===== src/hw/rtl/dlr_pkg.sv =====
// dda line rasterizer package: field widths, register codes, reset values and item type
// no dependencies; used by the channel interfaces, dlr_front, dlr_back and the top module
`default_nettype none

package dlr_pkg;

  localparam int IN_BITS        = 16;
  localparam int COLOR_BITS     = 32;
  localparam int SIZE_BITS      = 13;
  localparam int PIX_BITS       = 12;
  localparam int SCALED_BITS    = 13;
  localparam int CFG_INDEX_BITS = 4;
  localparam int QUEUE_DEPTH    = 2;

  localparam int COORD_BITS_DEF = 12;
  localparam int FRAC_BITS_DEF  = 16;

  localparam logic [CFG_INDEX_BITS-1:0] CFG_SCREEN_WIDTH  = 4'd0;
  localparam logic [CFG_INDEX_BITS-1:0] CFG_SCREEN_HEIGHT = 4'd1;

  localparam logic [SIZE_BITS-1:0] WIDTH_RESET  = 13'd640;
  localparam logic [SIZE_BITS-1:0] HEIGHT_RESET = 13'd480;

  localparam logic REQ_LOAD = 1'b0;
  localparam logic REQ_TICK = 1'b1;

  typedef struct packed {
    logic                  req_type;
    logic [IN_BITS-1:0]    start_x;
    logic [IN_BITS-1:0]    start_y;
    logic [IN_BITS-1:0]    end_x;
    logic [IN_BITS-1:0]    end_y;
    logic [COLOR_BITS-1:0] line_color;
  } dlr_item_t;

endpackage

`default_nettype wire


===== src/hw/rtl/dlr_in_if.sv =====
// request channel: valid/ready handshake with load or tick payload
// depends on dlr_pkg
`default_nettype none

interface dlr_in_if;
  import dlr_pkg::*;

  logic                  valid;
  logic                  ready;
  logic                  req_type;
  logic [IN_BITS-1:0]    start_x;
  logic [IN_BITS-1:0]    start_y;
  logic [IN_BITS-1:0]    end_x;
  logic [IN_BITS-1:0]    end_y;
  logic [COLOR_BITS-1:0] line_color;

  modport source (
    output valid, req_type, start_x, start_y, end_x, end_y, line_color,
    input  ready
  );
  modport sink (
    input  valid, req_type, start_x, start_y, end_x, end_y, line_color,
    output ready
  );
endinterface

`default_nettype wire


===== src/hw/rtl/dlr_out_if.sv =====
// pixel channel: valid/ready handshake with one pixel per item
// depends on dlr_pkg
`default_nettype none

interface dlr_out_if;
  import dlr_pkg::*;

  logic                  valid;
  logic                  ready;
  logic [PIX_BITS-1:0]   pixel_x;
  logic [PIX_BITS-1:0]   pixel_y;
  logic [COLOR_BITS-1:0] pixel_color;
  logic                  last_pixel;

  modport source (
    output valid, pixel_x, pixel_y, pixel_color, last_pixel,
    input  ready
  );
  modport sink (
    input  valid, pixel_x, pixel_y, pixel_color, last_pixel,
    output ready
  );
endinterface

`default_nettype wire


===== src/hw/rtl/dlr_cfg_if.sv =====
// configuration write channel: register index and write data with valid/ready
// depends on dlr_pkg
`default_nettype none

interface dlr_cfg_if;
  import dlr_pkg::*;

  logic                      valid;
  logic                      ready;
  logic [CFG_INDEX_BITS-1:0] index;
  logic [SIZE_BITS-1:0]      data;

  modport source (output valid, index, data, input ready);
  modport sink (input valid, index, data, output ready);
endinterface

`default_nettype wire


===== src/hw/rtl/dlr_div.sv =====
// restoring divider, one quotient bit per cycle, for the minor-axis slope
// depends on nothing but its parameters
`default_nettype none

module dlr_div #(
  parameter int NUM_BITS = 29,
  parameter int DEN_BITS = 13
) (
  input  wire logic                clk,
  input  wire logic                rst,
  input  wire logic                start,
  input  wire logic [NUM_BITS-1:0] num,
  input  wire logic [DEN_BITS-1:0] den,
  output logic                     done,
  output logic [NUM_BITS-1:0]      quot
);

  localparam int CNT_BITS = $clog2(NUM_BITS + 1);

  logic [NUM_BITS-1:0] sh;
  logic [DEN_BITS-1:0] rem;
  logic [CNT_BITS-1:0] cnt;
  logic                busy;

  logic [DEN_BITS:0]   trial;
  logic                qbit;
  logic [DEN_BITS:0]   diff;

  assign trial = {rem, sh[NUM_BITS-1]};
  assign qbit  = trial >= {1'b0, den};
  assign diff  = trial - {1'b0, den};
  assign quot  = sh;

  always_ff @(posedge clk) begin
    if (rst) begin
      busy <= 1'b0;
      done <= 1'b0;
      cnt  <= '0;
    end else begin
      done <= 1'b0;
      if (start) begin
        busy <= 1'b1;
        cnt  <= '0;
      end else if (busy) begin
        cnt <= cnt + 1'b1;
        if (cnt == CNT_BITS'(NUM_BITS - 1)) begin
          busy <= 1'b0;
          done <= 1'b1;
        end
      end
    end
  end

  // dividend shifts out the top while quotient bits shift in at the bottom
  always_ff @(posedge clk) begin
    if (start) begin
      sh  <= num;
      rem <= '0;
    end else if (busy) begin
      sh  <= {sh[NUM_BITS-2:0], qbit};
      rem <= qbit ? diff[DEN_BITS-1:0] : trial[DEN_BITS-1:0];
    end
  end

endmodule

`default_nettype wire


===== src/hw/rtl/dlr_front.sv =====
// front end: accepts request items and queues them for the back end
// depends on dlr_pkg and dlr_in_if
`default_nettype none

module dlr_front (
  input  wire logic        clk,
  input  wire logic        rst,
  dlr_in_if.sink           in_ch,
  output dlr_pkg::dlr_item_t q_item,
  output logic             q_valid,
  input  wire logic        q_pop
);
  import dlr_pkg::*;

  localparam int PTR_BITS = $clog2(QUEUE_DEPTH);
  localparam int CNT_BITS = $clog2(QUEUE_DEPTH + 1);

  dlr_item_t           slots [QUEUE_DEPTH];
  logic [PTR_BITS-1:0] wr_ptr;
  logic [PTR_BITS-1:0] rd_ptr;
  logic [CNT_BITS-1:0] count;

  logic      push;
  logic      pop;
  dlr_item_t in_item;

  assign in_ch.ready = count != CNT_BITS'(QUEUE_DEPTH);
  assign push        = in_ch.valid && in_ch.ready;
  assign q_valid     = count != '0;
  assign pop         = q_pop && q_valid;
  assign q_item      = slots[rd_ptr];

  // the one-bit request code decides load versus tick
  always_comb begin
    in_item.req_type   = in_ch.req_type ? REQ_TICK : REQ_LOAD;
    in_item.start_x    = in_ch.start_x;
    in_item.start_y    = in_ch.start_y;
    in_item.end_x      = in_ch.end_x;
    in_item.end_y      = in_ch.end_y;
    in_item.line_color = in_ch.line_color;
  end

  always_ff @(posedge clk) begin
    if (rst) begin
      wr_ptr <= '0;
      rd_ptr <= '0;
      count  <= '0;
    end else begin
      if (push) begin
        wr_ptr <= wr_ptr + 1'b1;
      end
      if (pop) begin
        rd_ptr <= rd_ptr + 1'b1;
      end
      if (push && !pop) begin
        count <= count + 1'b1;
      end else if (pop && !push) begin
        count <= count - 1'b1;
      end
    end
  end

  always_ff @(posedge clk) begin
    if (push) begin
      slots[wr_ptr] <= in_item;
    end
  end

endmodule

`default_nettype wire


===== src/hw/rtl/dlr_back.sv =====
// back end: scales endpoints, sets up the line through the divider, steps pixels
// depends on dlr_pkg, dlr_out_if and dlr_div
`default_nettype none

module dlr_back #(
  parameter int COORD_BITS = dlr_pkg::COORD_BITS_DEF,
  parameter int FRAC_BITS  = dlr_pkg::FRAC_BITS_DEF
) (
  input  wire logic                          clk,
  input  wire logic                          rst,
  input  wire logic [dlr_pkg::SIZE_BITS-1:0] screen_width,
  input  wire logic [dlr_pkg::SIZE_BITS-1:0] screen_height,
  input  wire dlr_pkg::dlr_item_t            q_item,
  input  wire logic                          q_valid,
  output logic                               q_pop,
  dlr_out_if.source                          out_ch
);
  import dlr_pkg::*;

  localparam int PROD_BITS  = IN_BITS + SIZE_BITS + 1;
  localparam int NUM_BITS   = SCALED_BITS + FRAC_BITS;
  localparam int QUOT_BITS  = FRAC_BITS + 1;
  localparam int SLOPE_BITS = FRAC_BITS + 2;
  localparam int ACC_BITS   = SCALED_BITS + FRAC_BITS + 2;
  localparam int MINOR_BITS = ACC_BITS - 1 - FRAC_BITS;

  localparam logic [SCALED_BITS:0]   CMAX_W    = (SCALED_BITS + 1)'((1 << COORD_BITS) - 1);
  localparam logic [PROD_BITS-1:0]   ROUND_IN  = PROD_BITS'(1 << (IN_BITS - 1));
  localparam logic [ACC_BITS-1:0]    ROUND_ACC = ACC_BITS'(1 << (FRAC_BITS - 1));

  localparam logic [2:0] ST_IDLE   = 3'd0;
  localparam logic [2:0] ST_SCALE  = 3'd1;
  localparam logic [2:0] ST_SETUP  = 3'd2;
  localparam logic [2:0] ST_LAUNCH = 3'd3;
  localparam logic [2:0] ST_DIV    = 3'd4;

  logic [2:0] state;

  // line state
  logic                   line_active;
  logic                   major_is_x;
  logic                   major_step_negative;
  logic [SCALED_BITS-1:0] major_position;
  logic [ACC_BITS-1:0]    minor_accumulator;
  logic [SLOPE_BITS-1:0]  minor_slope;
  logic [SCALED_BITS-1:0] pixels_remaining;
  logic [COLOR_BITS-1:0]  held_color;

  // load setup
  dlr_item_t              ld;
  logic [1:0]             scale_idx;
  logic [SCALED_BITS-1:0] coord [4];
  logic [SCALED_BITS-1:0] n_len;
  logic [SCALED_BITS-1:0] minor_len;
  logic                   minor_neg;
  logic [SCALED_BITS-1:0] major_start;
  logic [SCALED_BITS-1:0] minor_start;

  // output register
  logic                  out_valid;
  logic [PIX_BITS-1:0]   out_x;
  logic [PIX_BITS-1:0]   out_y;
  logic [COLOR_BITS-1:0] out_color;
  logic                  out_last;

  logic                div_start;
  logic                div_done;
  logic [NUM_BITS-1:0] div_quot;
  logic [NUM_BITS-1:0] div_num;

  dlr_div #(
    .NUM_BITS (NUM_BITS),
    .DEN_BITS (SCALED_BITS)
  ) u_div (
    .clk   (clk),
    .rst   (rst),
    .start (div_start),
    .num   (div_num),
    .den   (n_len),
    .done  (div_done),
    .quot  (div_quot)
  );

  // endpoint scaling, one coordinate per cycle through a single multiplier
  logic [IN_BITS-1:0]     v_sel;
  logic [SIZE_BITS-1:0]   s_sel;
  logic [SIZE_BITS-1:0]   s_eff;
  logic [PROD_BITS-1:0]   prod;
  logic [SCALED_BITS:0]   raw_c;
  logic [SCALED_BITS:0]   lim;
  logic [SCALED_BITS:0]   scaled;

  always_comb begin
    case (scale_idx)
      2'd0:    v_sel = ld.start_x;
      2'd1:    v_sel = ld.start_y;
      2'd2:    v_sel = ld.end_x;
      default: v_sel = ld.end_y;
    endcase
    s_sel  = scale_idx[0] ? screen_height : screen_width;
    s_eff  = (s_sel == '0) ? SIZE_BITS'(1) : s_sel;
    prod   = PROD_BITS'(v_sel) * PROD_BITS'(s_eff) + ROUND_IN;
    raw_c  = prod[PROD_BITS-1:IN_BITS];
    lim    = ({1'b0, s_eff - 1'b1} < CMAX_W) ? {1'b0, s_eff - 1'b1} : CMAX_W;
    scaled = (raw_c > lim) ? lim : raw_c;
  end

  // distances and major axis choice
  logic [SCALED_BITS:0]   dx;
  logic [SCALED_BITS:0]   dy;
  logic [SCALED_BITS-1:0] adx;
  logic [SCALED_BITS-1:0] ady;
  logic                   x_major;

  always_comb begin
    dx      = {1'b0, coord[2]} - {1'b0, coord[0]};
    dy      = {1'b0, coord[3]} - {1'b0, coord[1]};
    adx     = dx[SCALED_BITS] ? SCALED_BITS'(-dx) : dx[SCALED_BITS-1:0];
    ady     = dy[SCALED_BITS] ? SCALED_BITS'(-dy) : dy[SCALED_BITS-1:0];
    x_major = adx >= ady;
  end

  assign div_num = {minor_len, {FRAC_BITS{1'b0}}} + NUM_BITS'(n_len >> 1);

  // pixel step
  logic [ACC_BITS-1:0]    r_acc;
  logic [MINOR_BITS-1:0]  minor_raw;
  logic [MINOR_BITS-1:0]  minor_c;
  logic [SCALED_BITS-1:0] rem_dec;
  logic                   out_free;
  logic                   is_tick;
  logic                   emit;

  always_comb begin
    r_acc     = minor_accumulator + ROUND_ACC;
    minor_raw = r_acc[ACC_BITS-1] ? '0 : r_acc[ACC_BITS-2:FRAC_BITS];
    minor_c   = (minor_raw > MINOR_BITS'(CMAX_W)) ? MINOR_BITS'(CMAX_W) : minor_raw;
    rem_dec   = (pixels_remaining != '0) ? pixels_remaining - 1'b1 : '0;
    out_free  = !out_valid || out_ch.ready;
    is_tick   = q_item.req_type == REQ_TICK;
    emit      = (state == ST_IDLE) && q_valid && is_tick && line_active && out_free;
    q_pop     = (state == ST_IDLE) && q_valid &&
                (!is_tick || !line_active || out_free);
    div_start = (state == ST_LAUNCH) && (n_len != '0);
  end

  always_ff @(posedge clk) begin
    if (rst) begin
      state               <= ST_IDLE;
      scale_idx           <= '0;
      line_active         <= 1'b0;
      major_is_x          <= 1'b0;
      major_step_negative <= 1'b0;
      major_position      <= '0;
      minor_accumulator   <= '0;
      minor_slope         <= '0;
      pixels_remaining    <= '0;
      held_color          <= '0;
      out_valid           <= 1'b0;
    end else begin
      if (emit) begin
        out_valid <= 1'b1;
      end else if (out_ch.ready) begin
        out_valid <= 1'b0;
      end

      unique case (state)
        ST_IDLE: begin
          if (q_pop && !is_tick) begin
            state     <= ST_SCALE;
            scale_idx <= '0;
          end
          if (emit) begin
            pixels_remaining <= rem_dec;
            if (rem_dec == '0) begin
              line_active <= 1'b0;
            end else begin
              major_position <= major_step_negative ? major_position - 1'b1
                                                    : major_position + 1'b1;
              minor_accumulator <= minor_accumulator +
                {{(ACC_BITS - SLOPE_BITS){minor_slope[SLOPE_BITS-1]}}, minor_slope};
            end
          end
        end
        ST_SCALE: begin
          scale_idx <= scale_idx + 1'b1;
          if (scale_idx == 2'd3) begin
            state <= ST_SETUP;
          end
        end
        ST_SETUP: begin
          major_is_x          <= x_major;
          major_step_negative <= x_major ? dx[SCALED_BITS] : dy[SCALED_BITS];
          state               <= ST_LAUNCH;
        end
        ST_LAUNCH: begin
          major_position    <= major_start;
          minor_accumulator <= {2'b00, minor_start, {FRAC_BITS{1'b0}}};
          pixels_remaining  <= n_len + 1'b1;
          held_color        <= ld.line_color;
          line_active       <= 1'b1;
          if (n_len == '0) begin
            minor_slope <= '0;
            state       <= ST_IDLE;
          end else begin
            state <= ST_DIV;
          end
        end
        ST_DIV: begin
          if (div_done) begin
            minor_slope <= minor_neg ? SLOPE_BITS'(-{1'b0, div_quot[QUOT_BITS-1:0]})
                                     : {1'b0, div_quot[QUOT_BITS-1:0]};
            state       <= ST_IDLE;
          end
        end
        default: begin
          state <= ST_IDLE;
        end
      endcase
    end
  end

  always_ff @(posedge clk) begin
    if (q_pop && !is_tick) begin
      ld <= q_item;
    end
    if (state == ST_SCALE) begin
      coord[scale_idx] <= scaled[SCALED_BITS-1:0];
    end
    if (state == ST_SETUP) begin
      n_len       <= x_major ? adx : ady;
      minor_len   <= x_major ? ady : adx;
      minor_neg   <= x_major ? dy[SCALED_BITS] : dx[SCALED_BITS];
      major_start <= x_major ? coord[0] : coord[1];
      minor_start <= x_major ? coord[1] : coord[0];
    end
    if (emit) begin
      out_x     <= major_is_x ? major_position[PIX_BITS-1:0] : minor_c[PIX_BITS-1:0];
      out_y     <= major_is_x ? minor_c[PIX_BITS-1:0] : major_position[PIX_BITS-1:0];
      out_color <= held_color;
      out_last  <= rem_dec == '0;
    end
  end

  assign out_ch.valid       = out_valid;
  assign out_ch.pixel_x     = out_x;
  assign out_ch.pixel_y     = out_y;
  assign out_ch.pixel_color = out_color;
  assign out_ch.last_pixel  = out_last;

`ifndef NO_ASSERTIONS
  a_last_ends_line: assert property (@(posedge clk) disable iff (rst)
    (emit && rem_dec == '0) |=> !line_active)
    else $error("line still active after its last pixel");

  a_active_has_pixels: assert property (@(posedge clk) disable iff (rst)
    (state == ST_IDLE && line_active) |-> pixels_remaining != '0)
    else $error("active line with no pixels left");

  a_div_done_in_div: assert property (@(posedge clk) disable iff (rst)
    div_done |-> state == ST_DIV)
    else $error("divider finished outside the division state");
`endif

endmodule

`default_nettype wire


===== src/hw/rtl/dda_line_rasterizer.sv =====
// DDA line rasterizer. A load item takes normalized endpoints and a color; it is scaled by
// the screen size registers, the major axis is chosen, and the minor slope is found by a
// bit-serial divider. While a load is set up the back end takes no other item: it does one
// scaling multiply per endpoint coordinate, then the divider gives one quotient bit per cycle.
// Each tick item then yields one pixel, at one pixel per cycle while the output is not
// stalled, with the last pixel of the line flagged; a tick with no active line gives no
// pixel. A two-entry queue between the request front end and the back end lets requests
// keep arriving while a load is set up or the pixel output is stalled.
// depends on dlr_pkg, the channel interfaces, dlr_front and dlr_back
`default_nettype none

module dda_line_rasterizer #(
  parameter int COORD_BITS = dlr_pkg::COORD_BITS_DEF,
  parameter int FRAC_BITS  = dlr_pkg::FRAC_BITS_DEF
) (
  input  wire logic clk,
  input  wire logic rst,
  dlr_cfg_if.sink   cfg_ch,
  dlr_in_if.sink    in_ch,
  dlr_out_if.source out_ch
);
  import dlr_pkg::*;

  logic [SIZE_BITS-1:0] screen_width;
  logic [SIZE_BITS-1:0] screen_height;

  dlr_item_t q_item;
  logic      q_valid;
  logic      q_pop;

  assign cfg_ch.ready = 1'b1;

  always_ff @(posedge clk) begin
    if (rst) begin
      screen_width  <= WIDTH_RESET;
      screen_height <= HEIGHT_RESET;
    end else if (cfg_ch.valid) begin
      unique case (cfg_ch.index)
        CFG_SCREEN_WIDTH:  screen_width  <= cfg_ch.data;
        CFG_SCREEN_HEIGHT: screen_height <= cfg_ch.data;
        default: begin
        end
      endcase
    end
  end

  dlr_front u_front (
    .clk     (clk),
    .rst     (rst),
    .in_ch   (in_ch),
    .q_item  (q_item),
    .q_valid (q_valid),
    .q_pop   (q_pop)
  );

  dlr_back #(
    .COORD_BITS (COORD_BITS),
    .FRAC_BITS  (FRAC_BITS)
  ) u_back (
    .clk           (clk),
    .rst           (rst),
    .screen_width  (screen_width),
    .screen_height (screen_height),
    .q_item        (q_item),
    .q_valid       (q_valid),
    .q_pop         (q_pop),
    .out_ch        (out_ch)
  );

endmodule

`default_nettype wire

===== src/flat_wrapper.sv =====
// flat-port wrapper written by rule: the top's interface ports become plain ports
module dda_line_rasterizer_flat import dlr_pkg::*;
#(
  parameter int COORD_BITS = dlr_pkg::COORD_BITS_DEF,
  parameter int FRAC_BITS  = dlr_pkg::FRAC_BITS_DEF
)
  (clk, rst, cfg_ch_valid, cfg_ch_index, cfg_ch_data, cfg_ch_ready, in_ch_valid, in_ch_req_type, in_ch_start_x, in_ch_start_y, in_ch_end_x, in_ch_end_y, in_ch_line_color, in_ch_ready, out_ch_valid, out_ch_pixel_x, out_ch_pixel_y, out_ch_pixel_color, out_ch_last_pixel, out_ch_ready);
  dlr_cfg_if cfg_ch_i ();
  dlr_in_if in_ch_i ();
  dlr_out_if out_ch_i ();
  input  wire logic clk;
  input  wire logic rst;
  input wire logic [$bits(cfg_ch_i.valid)-1:0] cfg_ch_valid;
  input wire logic [$bits(cfg_ch_i.index)-1:0] cfg_ch_index;
  input wire logic [$bits(cfg_ch_i.data)-1:0] cfg_ch_data;
  output wire logic [$bits(cfg_ch_i.ready)-1:0] cfg_ch_ready;
  input wire logic [$bits(in_ch_i.valid)-1:0] in_ch_valid;
  input wire logic [$bits(in_ch_i.req_type)-1:0] in_ch_req_type;
  input wire logic [$bits(in_ch_i.start_x)-1:0] in_ch_start_x;
  input wire logic [$bits(in_ch_i.start_y)-1:0] in_ch_start_y;
  input wire logic [$bits(in_ch_i.end_x)-1:0] in_ch_end_x;
  input wire logic [$bits(in_ch_i.end_y)-1:0] in_ch_end_y;
  input wire logic [$bits(in_ch_i.line_color)-1:0] in_ch_line_color;
  output wire logic [$bits(in_ch_i.ready)-1:0] in_ch_ready;
  output wire logic [$bits(out_ch_i.valid)-1:0] out_ch_valid;
  output wire logic [$bits(out_ch_i.pixel_x)-1:0] out_ch_pixel_x;
  output wire logic [$bits(out_ch_i.pixel_y)-1:0] out_ch_pixel_y;
  output wire logic [$bits(out_ch_i.pixel_color)-1:0] out_ch_pixel_color;
  output wire logic [$bits(out_ch_i.last_pixel)-1:0] out_ch_last_pixel;
  input wire logic [$bits(out_ch_i.ready)-1:0] out_ch_ready;
  assign cfg_ch_i.valid = cfg_ch_valid;
  assign cfg_ch_i.index = cfg_ch_index;
  assign cfg_ch_i.data = cfg_ch_data;
  assign cfg_ch_ready = cfg_ch_i.ready;
  assign in_ch_i.valid = in_ch_valid;
  assign in_ch_i.req_type = in_ch_req_type;
  assign in_ch_i.start_x = in_ch_start_x;
  assign in_ch_i.start_y = in_ch_start_y;
  assign in_ch_i.end_x = in_ch_end_x;
  assign in_ch_i.end_y = in_ch_end_y;
  assign in_ch_i.line_color = in_ch_line_color;
  assign in_ch_ready = in_ch_i.ready;
  assign out_ch_valid = out_ch_i.valid;
  assign out_ch_pixel_x = out_ch_i.pixel_x;
  assign out_ch_pixel_y = out_ch_i.pixel_y;
  assign out_ch_pixel_color = out_ch_i.pixel_color;
  assign out_ch_last_pixel = out_ch_i.last_pixel;
  assign out_ch_i.ready = out_ch_ready;
  dda_line_rasterizer #(.COORD_BITS(COORD_BITS), .FRAC_BITS(FRAC_BITS)) u_core (.clk(clk), .rst(rst), .cfg_ch(cfg_ch_i), .in_ch(in_ch_i), .out_ch(out_ch_i));
endmodule

===== config.mk =====
export PLATFORM = sky130hd
export DESIGN_NAME = dda_line_rasterizer_flat
export DESIGN_NICKNAME = d
export VERILOG_FILES = /design/src/hw/rtl/dlr_pkg.sv /design/src/hw/rtl/dlr_in_if.sv /design/src/hw/rtl/dlr_out_if.sv /design/src/hw/rtl/dlr_cfg_if.sv /design/src/hw/rtl/dlr_div.sv /design/src/hw/rtl/dlr_front.sv /design/src/hw/rtl/dlr_back.sv /design/src/hw/rtl/dda_line_rasterizer.sv /design/src/flat_wrapper.sv
export SDC_FILE = /design/constraint.sdc
export NUM_CORES = 2
export LEC_CHECK = 0
export ABC_AREA = 1
export ABC_CLOCK_PERIOD_IN_PS = 8950
export BUFFER_PORTS_ARGS = -buffer_cell sky130_fd_sc_hd__buf_4
export CAP_MARGIN = 20
export CELL_PAD_IN_SITES_DETAIL_PLACEMENT = 2
export CELL_PAD_IN_SITES_GLOBAL_PLACEMENT = 2
export CORE_MARGIN = 10
export CORE_UTILIZATION = 30
export DETAILED_ROUTE_END_ITERATION = 10
export PLACE_DENSITY = 0.73
export RECOVER_POWER = 100
export SLEW_MARGIN = 20
export SYNTH_ARGS = -nofsm -noshare
export SYNTH_HDL_FRONTEND = slang
export SYNTH_SLANG_ARGS = --single-unit

===== constraint.sdc =====
create_clock -name clk -period 8.95 [get_ports clk]
set_clock_uncertainty 0.1 [all_clocks]
set_input_delay 2.2375 -clock clk [delete_from_list [all_inputs] [get_ports clk]]
set_output_delay 2.2375 -clock clk [all_outputs]
set_load 0.05 [all_outputs]

==> results by group <==
Synth
  • Area share of the largest cell type after synthesis: 39.0%
  • Number of enable flip-flop cells after synthesis: 480
  • Post-synthesis instance total: 3780
  • Post-synthesis cell type with the largest combined area: sky130_fd_sc_hd__edfxtp_1
  • Commonest register cell after synthesis: sky130_fd_sc_hd__edfxtp_1
  • Number of distinct library cells after synthesis: 54
  • Sequential share of the synthesized area: 48.0%
  • Number of synthesized register bits: 646
  • Mean post-synth cell area: 9.78 um2
  • Number of warnings reported in the yosys synthesis log: 0
  • Cell area after synthesis: 0.0370 mm2
  • Commonest cells in the synthesized netlist: sky130_fd_sc_hd__nand2_1, sky130_fd_sc_hd__edfxtp_1, sky130_fd_sc_hd__inv_1
  • Library cell with the highest instance count after synthesis: sky130_fd_sc_hd__nand2_1
  • Top area cells in the synthesized netlist: sky130_fd_sc_hd__edfxtp_1, sky130_fd_sc_hd__dfxtp_1, sky130_fd_sc_hd__fa_1, sky130_fd_sc_hd__ha_1, sky130_fd_sc_hd__nand2_1
  • Post-synth ARST share: 0%

Clock network
  • Clock sink total: 646
  • Level count of the clock H-tree: 3
  • Clock slew at the register clock pins of the worst setup and hold paths: 0.07 ns
  • Clock latency of the later-clocked register in the worst-skew pair: 0.69 ns
  • Post-CTS Hold Fix Bufs: 0
  • Clk root buf: sky130_fd_sc_hd__clkbuf_16
  • TritonCTS buffer count: 74
  • Maximum root-to-sink buffer count: 3
  • Clock tree from TritonCTS: yes

Timing
  • Final Critical Period: 8.65 ns
  • Final-report setup violation count: 0
  • Worst relative slew slack: -212%
  • Post-route fraction of the period consumed by the critical path: 96.6%
  • Hold violation total from the final report: 0
  • Slew at the pin with the worst max-slew slack: 4.67 ns
  • Number of max-slew violations in the final report: 918
  • FMAX: 116 MHz

Placed design
  • Post-detailed-placement half-perimeter wirelength: 94.6 mm
  • Count of buffers inserted at the top-level ports: 177
  • Final RePlAce weighted congestion: 0.859

Critical path
  • Nature of the critical path startpoint: flip-flop
  • Register-to-register setup slack: 0.30 ns
  • Most common cell type on the critical path: sky130_fd_sc_hd__nand2_1
  • Category of the worst setup path capture point: flip-flop
  • Crit Path Category: reg -> reg
  • Largest driver fanout on the critical path: 13
  • Delay of the slowest cell on the worst path: 0.56 ns
  • Required time at the worst-slack endpoint: 9.23 ns
  • CP arrival: 8.93 ns
  • Worst-path cell with the longest stage delay: sky130_fd_sc_hd__fa_1

Global route
  • Maximum number of pins on one net before global-route repair: 76
  • First-pass GRT wire length: 195 mm
  • Via count of the first global-routing pass: 31564
  • Total track usage: 18.3%
  • Gr ovfl total: 0
  • Antenna violations before repair: 3

Outcome
  • Result of the run: finished with violations
  • Violations in the final reports: capacitance limit, slew limit

Detailed routing
  • Count of TritonRoute iterations in the first routing pass: 5
  • DRT antenna net count: 0
  • Average wire per standard cell: 22.7 um
  • Post-Route WL: 129 mm
  • Routed via count divided by cell count: 4.94
  • Detailed Route Iter0 Violations: 1711
  • DR DRC count: 0
  • Via count: 28069

Finish
  • Total number of nets in the final design: 4491
  • Post-layout utilization of the core: 34.8%
  • Fillers: 13580
  • Multi-input gate area in the final layout: 0.0170 mm2
  • Register Area: 0.0177 mm2
  • Share of layout cells above drive strength 1: 8.62%
  • Layout area overhead: 14.9%

Worst hold path
  • Worst hold-check path type: reg -> reg

Job
  • Maxcap violations: 21

Floorplanning
  • Row cnt: 128
  • Effective utilization at floorplan: 30.3%
  • I/O pins: 179
  • Width of the die: 371 um
  • Overall die height: 371 um
  • Die Outline Area: 0.138 mm2
  • Placeable core region: 0.122 mm2
[final cells by class]
cell class                 instances  area share (%)
multi-input combinational       2551            40.1
timing repair inverter             1          0.0118
inverter                         468            4.16
sequential                       646            41.8
timing repair buffer             255            3.13
antenna                            3          0.0177
tap                             1625            4.79
clock buffer                      97            4.75
clock inverter                    40            1.28
[worst max-delay path: cells and delay by family (launching register included)]
family	cells	cell delay, ns
buf+inv	5	0.55
fa+ha+maj	9	3.90
xor+xnor	1	0.29
simple gates	18	2.22
compound gates	4	0.80
flops	1	0.44
[sequential cells by signal, indices dropped and copies added (netlist names), 18 cells and up, named ones only]
name,flops
u_core.u_front.slots,194
u_core.u_back.ld,96
u_core.u_back.coord,52
u_core.u_back.held_color,32
u_core.u_back.out_ch.pixel_color,32
u_core.u_back.minor_accumulator,31
u_core.u_back.u_div.quot,29
u_core.u_back.minor_slope,18
[per-layer routing]
metal / GRT usage [%] / vias up / wire [um]
met5: 0 / - / 0
met4: 5.88 / 0 / 4310
met3: 2.21 / 208 / 4030
met2: 33.9 / 485 / 67300
met1: 21.7 / 14293 / 53200
li1: - / 13083 / -
[logic make-up (layout without fill, tap and decap cells)]
family	count (synthesis)	in the layout	share of synthesized area, %
fa+ha+maj	375	375	15.9
buf+inv	584	861	6.08
flops	646	646	48.0
xor+xnor	125	125	2.98
mux	97	97	2.95
compound gates	603	603	9.08
other cells	1	5	0.0101
simple gates	1349	1349	15.0
[cells in the final DEF (no fill, tap or decap), types with 73 or more instances in the layout]
cell,netlist,layout
sky130_fd_sc_hd__inv_1,457,451
sky130_fd_sc_hd__dfxtp_1,166,164
sky130_fd_sc_hd__o21ai_0,247,252
sky130_fd_sc_hd__nand2_1,710,710
sky130_fd_sc_hd__clkbuf_16,0,74
sky130_fd_sc_hd__edfxtp_1,480,480
sky130_fd_sc_hd__ha_1,216,212
sky130_fd_sc_hd__nand3_1,122,122
sky130_fd_sc_hd__fa_1,159,159
sky130_fd_sc_hd__clkbuf_1,93,171
sky130_fd_sc_hd__xor2_1,85,86
sky130_fd_sc_hd__nor2_1,385,379
sky130_fd_sc_hd__a21oi_1,230,230
sky130_fd_sc_hd__buf_4,2,73
[final timing paths]
path | startpoint | endpoint | cells after the start
hold / removal | u_core.u_back.held_color[19]$_SDFFE_PP0P_ | u_core.u_back.out_ch.pixel_color[19]$_DFFE_PP_ | 0
hold reg to reg | u_core.u_back.held_color[19]$_SDFFE_PP0P_ | u_core.u_back.out_ch.pixel_color[19]$_DFFE_PP_ | 0
setup reg to reg | u_core.u_back.scale_idx[0]$_SDFFE_PP0P_ | u_core.u_back.coord[0][11]$_DFFE_PP_ | 37
setup / recovery | u_core.u_back.scale_idx[0]$_SDFFE_PP0P_ | u_core.u_back.coord[0][11]$_DFFE_PP_ | 37
[per-stage QoR]
stage                     hold slack [ns]  setup TNS (ns)  instance area (um2)  cells  setup slack, ns
final                               0.332               0                42500   5686            0.301
after global routing                0.335           -7.25                42500   5686           -0.187
after CTS                           0.328               0                43000   5673           0.0186
after detailed placement            0.315           -6.62                40400   5534           -0.170
after global placement              0.308               0                40400   5534            0.224
after floorplan                     0.303               0                37000   3781            0.984
[repair_timing]
action,4_1_cts,5_1_grt
buffers inserted,2,9
pin swaps,0,4
endpoints found under the setup margin,52,52
resized for setup,8,18
gates cloned,0,1
Power is not shown: default switching activity piles up to over one toggle a cycle in this logic, so the estimate is an artifact.
